[src/design/ssvs_pkg.sv]
package ssvs_pkg;

    // Fixed widths of the request and result fields.
    localparam int VALUE_W  = 32;
    localparam int STATUS_W = 3;
    localparam int SLOT_W   = 7;

    // Request types.
    localparam logic REQ_INSERT  = 1'b0;
    localparam logic REQ_REPLACE = 1'b1;

    // Result status codes.
    localparam logic [STATUS_W-1:0] STAT_OK       = 3'd0;
    localparam logic [STATUS_W-1:0] STAT_RANGE    = 3'd1;
    localparam logic [STATUS_W-1:0] STAT_PRESENT  = 3'd2;
    localparam logic [STATUS_W-1:0] STAT_NOTFOUND = 3'd3;
    localparam logic [STATUS_W-1:0] STAT_FULL     = 3'd4;

    typedef enum logic [1:0] {
        ST_IDLE,
        ST_SEARCH,
        ST_SHIFT
    } ctrl_state_t;

    // One result item as it leaves the sequencer.
    typedef struct packed {
        logic                done;
        logic [STATUS_W-1:0] status;
        logic [SLOT_W-1:0]   slot;
        logic [SLOT_W-1:0]   count;
    } result_t;

endpackage

[src/design/sorted_sparse_vector_store.sv]
// Sorted sparse vector store. The block keeps up to CAPACITY (position, value) pairs sorted
// by ascending position in one RAM. A request is taken at a clock edge where start is high
// and busy is low; busy then stays high until the request is finished, and its single result
// is shown on status, slot and entry_count for exactly one cycle with done high. The
// receiver cannot stall the block, so a result must be captured in the cycle that done is
// high. A request whose position is not below vector_length is answered the next cycle. Any
// other request walks the stored entries one per cycle through the RAM read port and one
// shared comparator, and an insert then moves each later entry up one slot, again one per
// cycle, before writing the new pair. An insert at the front of the store is the slowest
// case, and the worst case is an insert at the front of a store that holds CAPACITY - 1
// entries. A full store never shifts. The single read port of the entry RAM sets the pace
// of both walks. vector_length is written through the cfg channel, which is always ready,
// and should only be changed while no request is in flight.
module sorted_sparse_vector_store
    import ssvs_pkg::*;
#(
    parameter int CAPACITY      = 64,
    parameter int POSITION_BITS = 16
) (
    input  logic                     clk,
    input  logic                     rst_n,
    input  logic                     start,
    output logic                     busy,
    input  logic                     req_type,
    input  logic [POSITION_BITS-1:0] position,
    input  logic signed [VALUE_W-1:0] entry_value,
    output logic                     done,
    output logic [STATUS_W-1:0]      status,
    output logic [SLOT_W-1:0]        slot,
    output logic [SLOT_W-1:0]        entry_count,
    input  logic                     cfg_valid,
    output logic                     cfg_ready,
    input  logic [POSITION_BITS:0]   cfg_data
);

    localparam int AW = (CAPACITY > 1) ? $clog2(CAPACITY) : 1;
    localparam int EW = POSITION_BITS + VALUE_W;

    // The vector length register; positions at or above it are rejected.
    logic [POSITION_BITS:0] vector_length_reg, vector_length_next;

    logic [AW-1:0] ram_raddr, ram_waddr;
    logic [EW-1:0] ram_rdata, ram_wdata;
    logic          ram_we;
    result_t       res;

    assign cfg_ready = 1'b1;

    always_comb
    begin
        vector_length_next = vector_length_reg;
        if (cfg_valid && cfg_ready)
        begin
            vector_length_next = cfg_data;
        end
    end

    always_ff @(posedge clk or negedge rst_n)
    begin
        if (!rst_n)
        begin
            vector_length_reg <= '0;
        end
        else
        begin
            vector_length_reg <= vector_length_next;
        end
    end

    // Each RAM word holds one entry: the position in the upper bits, the value below it.
    ssvs_ram #(
        .WIDTH(EW),
        .DEPTH(CAPACITY)
    ) u_entry_ram (
        .clk  (clk),
        .we   (ram_we),
        .waddr(ram_waddr),
        .wdata(ram_wdata),
        .raddr(ram_raddr),
        .rdata(ram_rdata)
    );

    // The sequencer does the search, the shift and the final write.
    ssvs_ctrl #(
        .CAPACITY     (CAPACITY),
        .POSITION_BITS(POSITION_BITS)
    ) u_ctrl (
        .clk          (clk),
        .rst_n        (rst_n),
        .start        (start),
        .req_type     (req_type),
        .position     (position),
        .entry_value  (entry_value),
        .vector_length(vector_length_reg),
        .busy         (busy),
        .res          (res),
        .ram_raddr    (ram_raddr),
        .ram_rdata    (ram_rdata),
        .ram_we       (ram_we),
        .ram_waddr    (ram_waddr),
        .ram_wdata    (ram_wdata)
    );

    assign done        = res.done;
    assign status      = res.status;
    assign slot        = res.slot;
    assign entry_count = res.count;

    // A result only appears once the sequencer is back at rest.
    a_done_idle: assert property (@(posedge clk) disable iff (!rst_n)
        done |-> !busy)
        else $error("result strobe while a request is still in work");

    // An out of range request is answered at once and leaves no work behind.
    a_range_fast: assert property (@(posedge clk) disable iff (!rst_n)
        (start && !busy && ({1'b0, position} >= vector_length_reg))
        |=> (done && status == STAT_RANGE && slot == '0 && !busy))
        else $error("out of range request not rejected in the next cycle");

    // The entry count never reaches beyond the capacity.
    a_count_cap: assert property (@(posedge clk) disable iff (!rst_n)
        done |-> ((CAPACITY > 127) || (32'(entry_count) <= CAPACITY)))
        else $error("entry count above capacity");

    // A result carries one of the defined status codes.
    a_status_code: assert property (@(posedge clk) disable iff (!rst_n)
        done |-> (status <= STAT_FULL))
        else $error("undefined status code");

endmodule

[src/design/ssvs_ram.sv]
module ssvs_ram #(
    parameter int WIDTH = 48,
    parameter int DEPTH = 64,
    localparam int AW = (DEPTH > 1) ? $clog2(DEPTH) : 1
) (
    input  logic             clk,
    input  logic             we,
    input  logic [AW-1:0]    waddr,
    input  logic [WIDTH-1:0] wdata,
    input  logic [AW-1:0]    raddr,
    output logic [WIDTH-1:0] rdata
);

    logic [WIDTH-1:0] mem [DEPTH];
    logic [WIDTH-1:0] rdata_reg;

    always_ff @(posedge clk)
    begin
        if (we)
        begin
            mem[waddr] <= wdata;
        end
        rdata_reg <= mem[raddr];
    end

    assign rdata = rdata_reg;

endmodule

[src/design/ssvs_ctrl.sv]
module ssvs_ctrl
    import ssvs_pkg::*;
#(
    parameter int CAPACITY      = 64,
    parameter int POSITION_BITS = 16,
    localparam int AW = (CAPACITY > 1) ? $clog2(CAPACITY) : 1,
    localparam int CW = $clog2(CAPACITY + 1),
    localparam int EW = POSITION_BITS + VALUE_W
) (
    input  logic                     clk,
    input  logic                     rst_n,
    input  logic                     start,
    input  logic                     req_type,
    input  logic [POSITION_BITS-1:0] position,
    input  logic [VALUE_W-1:0]       entry_value,
    input  logic [POSITION_BITS:0]   vector_length,
    output logic                     busy,
    output result_t                  res,
    output logic [AW-1:0]            ram_raddr,
    input  logic [EW-1:0]            ram_rdata,
    output logic                     ram_we,
    output logic [AW-1:0]            ram_waddr,
    output logic [EW-1:0]            ram_wdata
);

    ctrl_state_t state_reg, state_next;
    logic                     type_reg, type_next;
    logic [POSITION_BITS-1:0] pos_reg, pos_next;
    logic [VALUE_W-1:0]       val_reg, val_next;
    logic [CW-1:0]            count_reg, count_next;
    logic [CW-1:0]            idx_reg, idx_next;
    logic [CW-1:0]            at_reg, at_next;
    logic                     rvalid_reg, rvalid_next;
    logic [AW-1:0]            ridx_reg, ridx_next;
    logic                     pend_reg, pend_next;
    logic [AW-1:0]            pend_addr_reg, pend_addr_next;
    result_t                  res_reg, res_next;

    logic [POSITION_BITS-1:0] rd_key;
    logic key_eq, key_gt, search_more, exhausted, is_full, in_range, shift_more, shift_done;

    // The one comparator: stored key against the requested position.
    assign rd_key      = ram_rdata[EW-1:VALUE_W];
    assign key_eq      = rvalid_reg && (rd_key == pos_reg);
    assign key_gt      = rvalid_reg && (rd_key > pos_reg);
    assign search_more = idx_reg < count_reg;
    assign exhausted   = !rvalid_reg && !search_more;
    assign is_full     = count_reg >= CW'(CAPACITY);
    assign in_range    = {1'b0, position} < vector_length;
    assign shift_more  = idx_reg > at_reg;
    assign shift_done  = (idx_reg == at_reg) && !pend_reg;

    always_comb
    begin
        state_next = state_reg;
        unique case (state_reg)
            ST_IDLE:
            begin
                if (start && in_range)
                begin
                    state_next = ST_SEARCH;
                end
            end
            ST_SEARCH:
            begin
                if (type_reg == REQ_REPLACE)
                begin
                    if (key_eq || exhausted)
                    begin
                        state_next = ST_IDLE;
                    end
                end
                else if (key_eq)
                begin
                    state_next = ST_IDLE;
                end
                else if (key_gt || exhausted)
                begin
                    state_next = is_full ? ST_IDLE : ST_SHIFT;
                end
            end
            ST_SHIFT:
            begin
                if (shift_done)
                begin
                    state_next = ST_IDLE;
                end
            end
            default:
            begin
                state_next = ST_IDLE;
            end
        endcase
    end

    always_comb
    begin
        type_next      = type_reg;
        pos_next       = pos_reg;
        val_next       = val_reg;
        count_next     = count_reg;
        idx_next       = idx_reg;
        at_next        = at_reg;
        rvalid_next    = 1'b0;
        ridx_next      = ridx_reg;
        pend_next      = 1'b0;
        pend_addr_next = pend_addr_reg;
        res_next       = res_reg;
        res_next.done  = 1'b0;
        ram_raddr      = AW'(idx_reg);
        ram_we         = 1'b0;
        ram_waddr      = AW'(at_reg);
        ram_wdata      = {pos_reg, val_reg};

        unique case (state_reg)
            ST_IDLE:
            begin
                if (start)
                begin
                    type_next = req_type;
                    pos_next  = position;
                    val_next  = entry_value;
                    idx_next  = '0;
                    if (!in_range)
                    begin
                        res_next.done   = 1'b1;
                        res_next.status = STAT_RANGE;
                        res_next.slot   = '0;
                        res_next.count  = SLOT_W'(count_reg);
                    end
                end
            end
            ST_SEARCH:
            begin
                // Read one slot per cycle; its key is compared the cycle after.
                if (search_more)
                begin
                    rvalid_next = 1'b1;
                    ridx_next   = AW'(idx_reg);
                    idx_next    = idx_reg + 1'b1;
                end
                res_next.count = SLOT_W'(count_reg);
                if (type_reg == REQ_REPLACE)
                begin
                    if (key_eq)
                    begin
                        ram_we          = 1'b1;
                        ram_waddr       = ridx_reg;
                        res_next.done   = 1'b1;
                        res_next.status = STAT_OK;
                        res_next.slot   = SLOT_W'(ridx_reg);
                    end
                    else if (exhausted)
                    begin
                        res_next.done   = 1'b1;
                        res_next.status = STAT_NOTFOUND;
                        res_next.slot   = SLOT_W'(count_reg);
                    end
                end
                else if (key_eq)
                begin
                    res_next.done   = 1'b1;
                    res_next.status = STAT_PRESENT;
                    res_next.slot   = SLOT_W'(ridx_reg);
                end
                else if (key_gt || exhausted)
                begin
                    at_next = key_gt ? CW'(ridx_reg) : count_reg;
                    if (is_full)
                    begin
                        res_next.done   = 1'b1;
                        res_next.status = STAT_FULL;
                        res_next.slot   = SLOT_W'(at_next);
                    end
                    else
                    begin
                        // Shift walks down from the top entry.
                        idx_next = count_reg;
                    end
                end
            end
            ST_SHIFT:
            begin
                ram_raddr = AW'(idx_reg - 1'b1);
                if (shift_more)
                begin
                    pend_next      = 1'b1;
                    pend_addr_next = AW'(idx_reg);
                    idx_next       = idx_reg - 1'b1;
                end
                if (pend_reg)
                begin
                    ram_we    = 1'b1;
                    ram_waddr = pend_addr_reg;
                    ram_wdata = ram_rdata;
                end
                else if (shift_done)
                begin
                    ram_we          = 1'b1;
                    ram_waddr       = AW'(at_reg);
                    count_next      = count_reg + 1'b1;
                    res_next.done   = 1'b1;
                    res_next.status = STAT_OK;
                    res_next.slot   = SLOT_W'(at_reg);
                    res_next.count  = SLOT_W'(count_next);
                end
            end
            default:
            begin
            end
        endcase
    end

    always_ff @(posedge clk or negedge rst_n)
    begin
        if (!rst_n)
        begin
            state_reg  <= ST_IDLE;
            count_reg  <= '0;
            rvalid_reg <= 1'b0;
            pend_reg   <= 1'b0;
            res_reg    <= '0;
        end
        else
        begin
            state_reg  <= state_next;
            count_reg  <= count_next;
            rvalid_reg <= rvalid_next;
            pend_reg   <= pend_next;
            res_reg    <= res_next;
        end
    end

    always_ff @(posedge clk)
    begin
        type_reg      <= type_next;
        pos_reg       <= pos_next;
        val_reg       <= val_next;
        idx_reg       <= idx_next;
        at_reg        <= at_next;
        ridx_reg      <= ridx_next;
        pend_addr_reg <= pend_addr_next;
    end

    assign busy = (state_reg != ST_IDLE);
    assign res  = res_reg;

endmodule

[config.mk]
export PLATFORM = sky130hd
export DESIGN_NAME = sorted_sparse_vector_store
export DESIGN_NICKNAME = d
export VERILOG_FILES = /design/src/design/ssvs_pkg.sv /design/src/design/sorted_sparse_vector_store.sv /design/src/design/ssvs_ram.sv /design/src/design/ssvs_ctrl.sv
export SDC_FILE = /design/constraint.sdc
export NUM_CORES = 1
export LEC_CHECK = 0
export ABC_AREA = 0
export BUFFER_PORTS_ARGS = -buffer_cell sky130_fd_sc_hd__buf_2
export CORE_MARGIN = 2
export CORE_UTILIZATION = 45
export CTS_CLUSTER_DIAMETER = 80
export CTS_CLUSTER_SIZE = 40
export DETAILED_ROUTE_END_ITERATION = 12
export HOLD_SLACK_MARGIN = 0.02
export REMOVE_ABC_BUFFERS = 1
export SLEW_MARGIN = 20
export SYNTH_ARGS = -nofsm -noshare
export SYNTH_HDL_FRONTEND = slang
export SYNTH_SLANG_ARGS = --single-unit
[constraint.sdc]
create_clock -name clk -period 7.37 [get_ports clk]
set_clock_uncertainty 0.15 [all_clocks]
set_input_delay 1.8425 -clock clk [delete_from_list [all_inputs] [get_ports clk]]
set_output_delay 1.8425 -clock clk [all_outputs]
set_load 0.1 [all_outputs]
==> flow_summary_export.csv <==
group,metric,value,unit
cts,htree_levels,2,
timing,rsz0062_at_grt,"no",
floorplan,std_cell_rows,116,
final_layout,nFillCells,8021,
cts,cts_num_sinks,1129,
worst_setup_path,reg2reg_from,"u_ctrl.pos_reg[7]$_DFFE_PP_",
hold_path,hold_depth,2,
worst_setup_path,path_cells,"inv_1 > ha_1 > nand4_1 > or4_4 > o21ai_0 > a21oi_1 > nor4_1 > nand3_1 > nor2_2",
cts,cts-root-buf,"clkbuf_16",
final_layout,nets,2430,
routing,num_vias,21900,
placement,gp_congestion,0.867,
power,p_leak,15.7,nW
timing,finalHoldViolCount,0,
timing,slew_violations,0,
worst_setup_path,crit_type,"flop to flop",
worst_setup_path,worstReg2RegEnd,"u_entry_ram.mem[56][37]$_DFFE_PP_",
final_layout,syn_to_final_growth,8.76,%
grt,grt_pass1_vias,21900,
grt,antenna_found_initial,0,
worst_setup_path,worstPathMaxFanout,16,
yosys,synth_top_area_cell,"edfxtp_1",
yosys,synth_seq_area_share,0.739,
routing,antenna_left,0,
cts,clock_path_buffers,3,
routing,routedWlPerCell,28.4,um
floorplan,die-area,0.103,mm^2
run,drv_cap,0,
worst_setup_path,critPathBufInv,1,
floorplan,pin_count,90,
yosys,synth_edf_count,1067,
power,power,0.0182,W
worst_setup_path,worstPathArrival,4.76,ns
grt,grt_pass1_wl,149000,um
cts,post-cts-setup-buffers,0,
hold_path,min_from,"u_ctrl.res[3]$_DFFE_PN0P_",
cts,numCtsBuffers,44,
final_layout,n_antenna_cell,0,
cts,clk_latency,0.69,ns
routing,routed_wl,103000,um
cts,cts_hold_buf,0,
yosys,synth.area.top_cells,"edfxtp_1 (71%), mux4_2 (16%), dfrtp_1 (2.5%)",
grt,grt_use_total,0.199,
yosys,synth_area,0.0453,mm^2
worst_setup_path,slowest_stage,"nor2_2",
routing,remaining_drc_errors,0,
cts,cts_tree,"yes",
timing,min_period_over_period,0.629,
grt,grt_max_degree,129,
yosys,synth_area_per_cell,20.4,um^2
hold_path,hold_path.class,"flop to flop",
worst_setup_path,critPathRequiredTime,7.50,ns
timing,tightestPinTransition,1.10,ns
floorplan,die_w,321,um
timing,fin_setup_tns,0,ns
timing,setup_violations,0,
timing,max_freq,216,MHz
yosys,synthCells,2226,
floorplan,initial_core_util,0.453,
placement,post-dp-hpwl,60100,um
yosys,synth_top_cell_area_share,0.707,
floorplan,die_height,321,um
timing,slew_headroom,0.269,
yosys,ys_warn_count,0,
status,outcome,"complete, no violations",
worst_setup_path,endpoint_kind,"flop",
final_layout,drive_above_1_share,0.252,
power,p_per_area,369,mW/mm^2
yosys,ys_types,67,
timing,min_period,4.63,ns
cts,ctsResizeCount,0,
floorplan,core-area,0.100,mm^2
cts,path_clk_slew,0.13,ns
worst_setup_path,ff2ff_path_depth,9,
grt,globalRouteOverflowTotal,0,
worst_setup_path,start_kind,"flop",
yosys,async_reset_ff_frac,0.0407,
routing,first_pass_iters,5,
yosys,synth_ff_type,"edfxtp_1",
timing,holdWs,0.340,ns
routing,viasPerCell,6.01,
yosys,synth-seq-cells,1129,
power,peakVddDrop,0.660,mV
worst_setup_path,regToRegSetupSlack,2.74,ns
routing,drt_iter0_drc,2383,
worst_setup_path,critical-path-top-delay-family,"simple AND/OR/NAND/NOR gates",
final_layout,largest_reg_flops,1024,
worst_setup_path,critPathMaxStageDelay,0.92,ns
hold_path,min_to,"u_ctrl.res[3]$_DFFE_PN0P_",
placement,portBuffers,56,
==> placed cells by master (no fill, tap or decap), types with 7 or more instances in the layout <==
master / n
buf_2: 56
edfxtp_1: 1067
o211ai_1: 7
mux2_4: 7
nor2_1: 78
mux2i_1: 13
nand2_1: 97
a211oi_1: 15
or3_1: 7
a21oi_1: 24
dfrtp_1: 46
ha_1: 53
o21a_1: 7
mux4_2: 320
nor2_2: 14
xnor2_1: 13
and2_1: 7
a22oi_1: 40
mux2_2: 12
dfxtp_1: 16
o22ai_1: 10
nand3_1: 36
inv_1: 59
clkbuf_16: 46
buf_4: 78
nor3_1: 7
buf_12: 7
o21ai_0: 68
==> per-layer routing <==
metal	share of wire	global-route usage	routed length, um
met5	0	0	0
met1	0.42	0.280	43500
met3	0.051	0.0242	5270
met2	0.51	0.333	52100
met4	0.022	0.0462	2270
==> worst max-delay path by stage <==
stage / start / end / depth (start not counted)
5_1_grt: u_ctrl.pos_reg[5]$_DFFE_PP_ / u_entry_ram.mem[56][40]$_DFFE_PP_ / 9
3_5_place_dp: u_ctrl.pos_reg[7]$_DFFE_PP_ / u_entry_ram.mem[56][39]$_DFFE_PP_ / 9
3_3_place_gp: u_ctrl.pos_reg[7]$_DFFE_PP_ / u_entry_ram.mem[56][39]$_DFFE_PP_ / 9
6_report: u_ctrl.pos_reg[7]$_DFFE_PP_ / u_entry_ram.mem[56][37]$_DFFE_PP_ / 9
2_1_floorplan: u_ctrl.state_reg[0]$_DFFE_PN0P_ / u_entry_ram.rdata[46]$_DFF_P_ / 8
4_1_cts: u_ctrl.pos_reg[5]$_DFFE_PP_ / u_entry_ram.mem[56][37]$_DFFE_PP_ / 9
==> layout make-up <==
class                           count  area [um^2]  area share
Clock buffer                       50         1170      0.0236
Sequential cell                  1129        33500       0.679
Timing Repair Buffer              141         1010      0.0204
Clock inverter                     29          482     0.00977
Inverter                           59          221     0.00449
Tap cell                         1298         1620      0.0329
Multi-Input combinational cell    931        11300       0.229
==> report_power, final <==
part | switching [W] | internal (W) | total (W)
clock network | 0.00211 | 0.00132 | 0.00343
logic | 0.00400 | 0.00308 | 0.00708
registers | 0.000199 | 0.00748 | 0.00767
==> worst register-to-register path: stages, from the launching register on <==
cell and delay [ns]:
edfxtp_1 0.42, inv_1 0.06, ha_1 0.31, nand4_1 0.29
or4_4 0.62, o21ai_0 0.19, a21oi_1 0.16, nor4_1 0.64
nand3_1 0.47, nor2_2 0.93
==> cells in the mapped netlist (7+ instances only) <==
library cell,number
o21a_1,7
nor2b_1,9
mux2_2,19
clkbuf_1,67
o21ai_0,69
a21oi_1,25
xor2_1,7
buf_1,28
inv_1,59
nor3_1,7
o211ai_1,7
buf_2,10
ha_1,54
nand3_1,36
xnor2_1,14
dfrtp_1,46
nor2_2,8
and2_1,7
o22ai_1,10
dfxtp_1,16
nand2_1,97
edfxtp_1,1067
mux4_2,320
or3_1,7
a22oi_1,40
a211oi_1,15
mux2i_1,13
nor2_1,84
==> stage by stage <==
step / instance area (um^2) / setup slack, ns / util / std cells
5_1_grt: 49300 / 2.48 / 0.493 / 3637
3_3_place_gp: 47600 / 2.85 / 0.476 / 3557
3_5_place_dp: 47600 / 2.81 / 0.476 / 3558
6_report: 49300 / 2.74 / 0.493 / 3637
4_1_cts: 49300 / 2.75 / 0.493 / 3637
2_1_floorplan: 44900 / -8.30 / - / 2119
==> kinds of logic after synthesis <==
kind of cell | count (synthesis) | synth area share
DFF | 1129 | 0.739
muxes | 352 | 0.167
and+or+nand+nor | 292 | 0.0309
AOI/OAI and AO/OA | 211 | 0.0304
buffers and inverters | 166 | 0.0142
adders and majority gates | 54 | 0.0149
xor gates and xnor gates | 21 | 0.00406
other | 1 | 0.0000827
No activity file was read; power rests on OpenSTA's default activity.
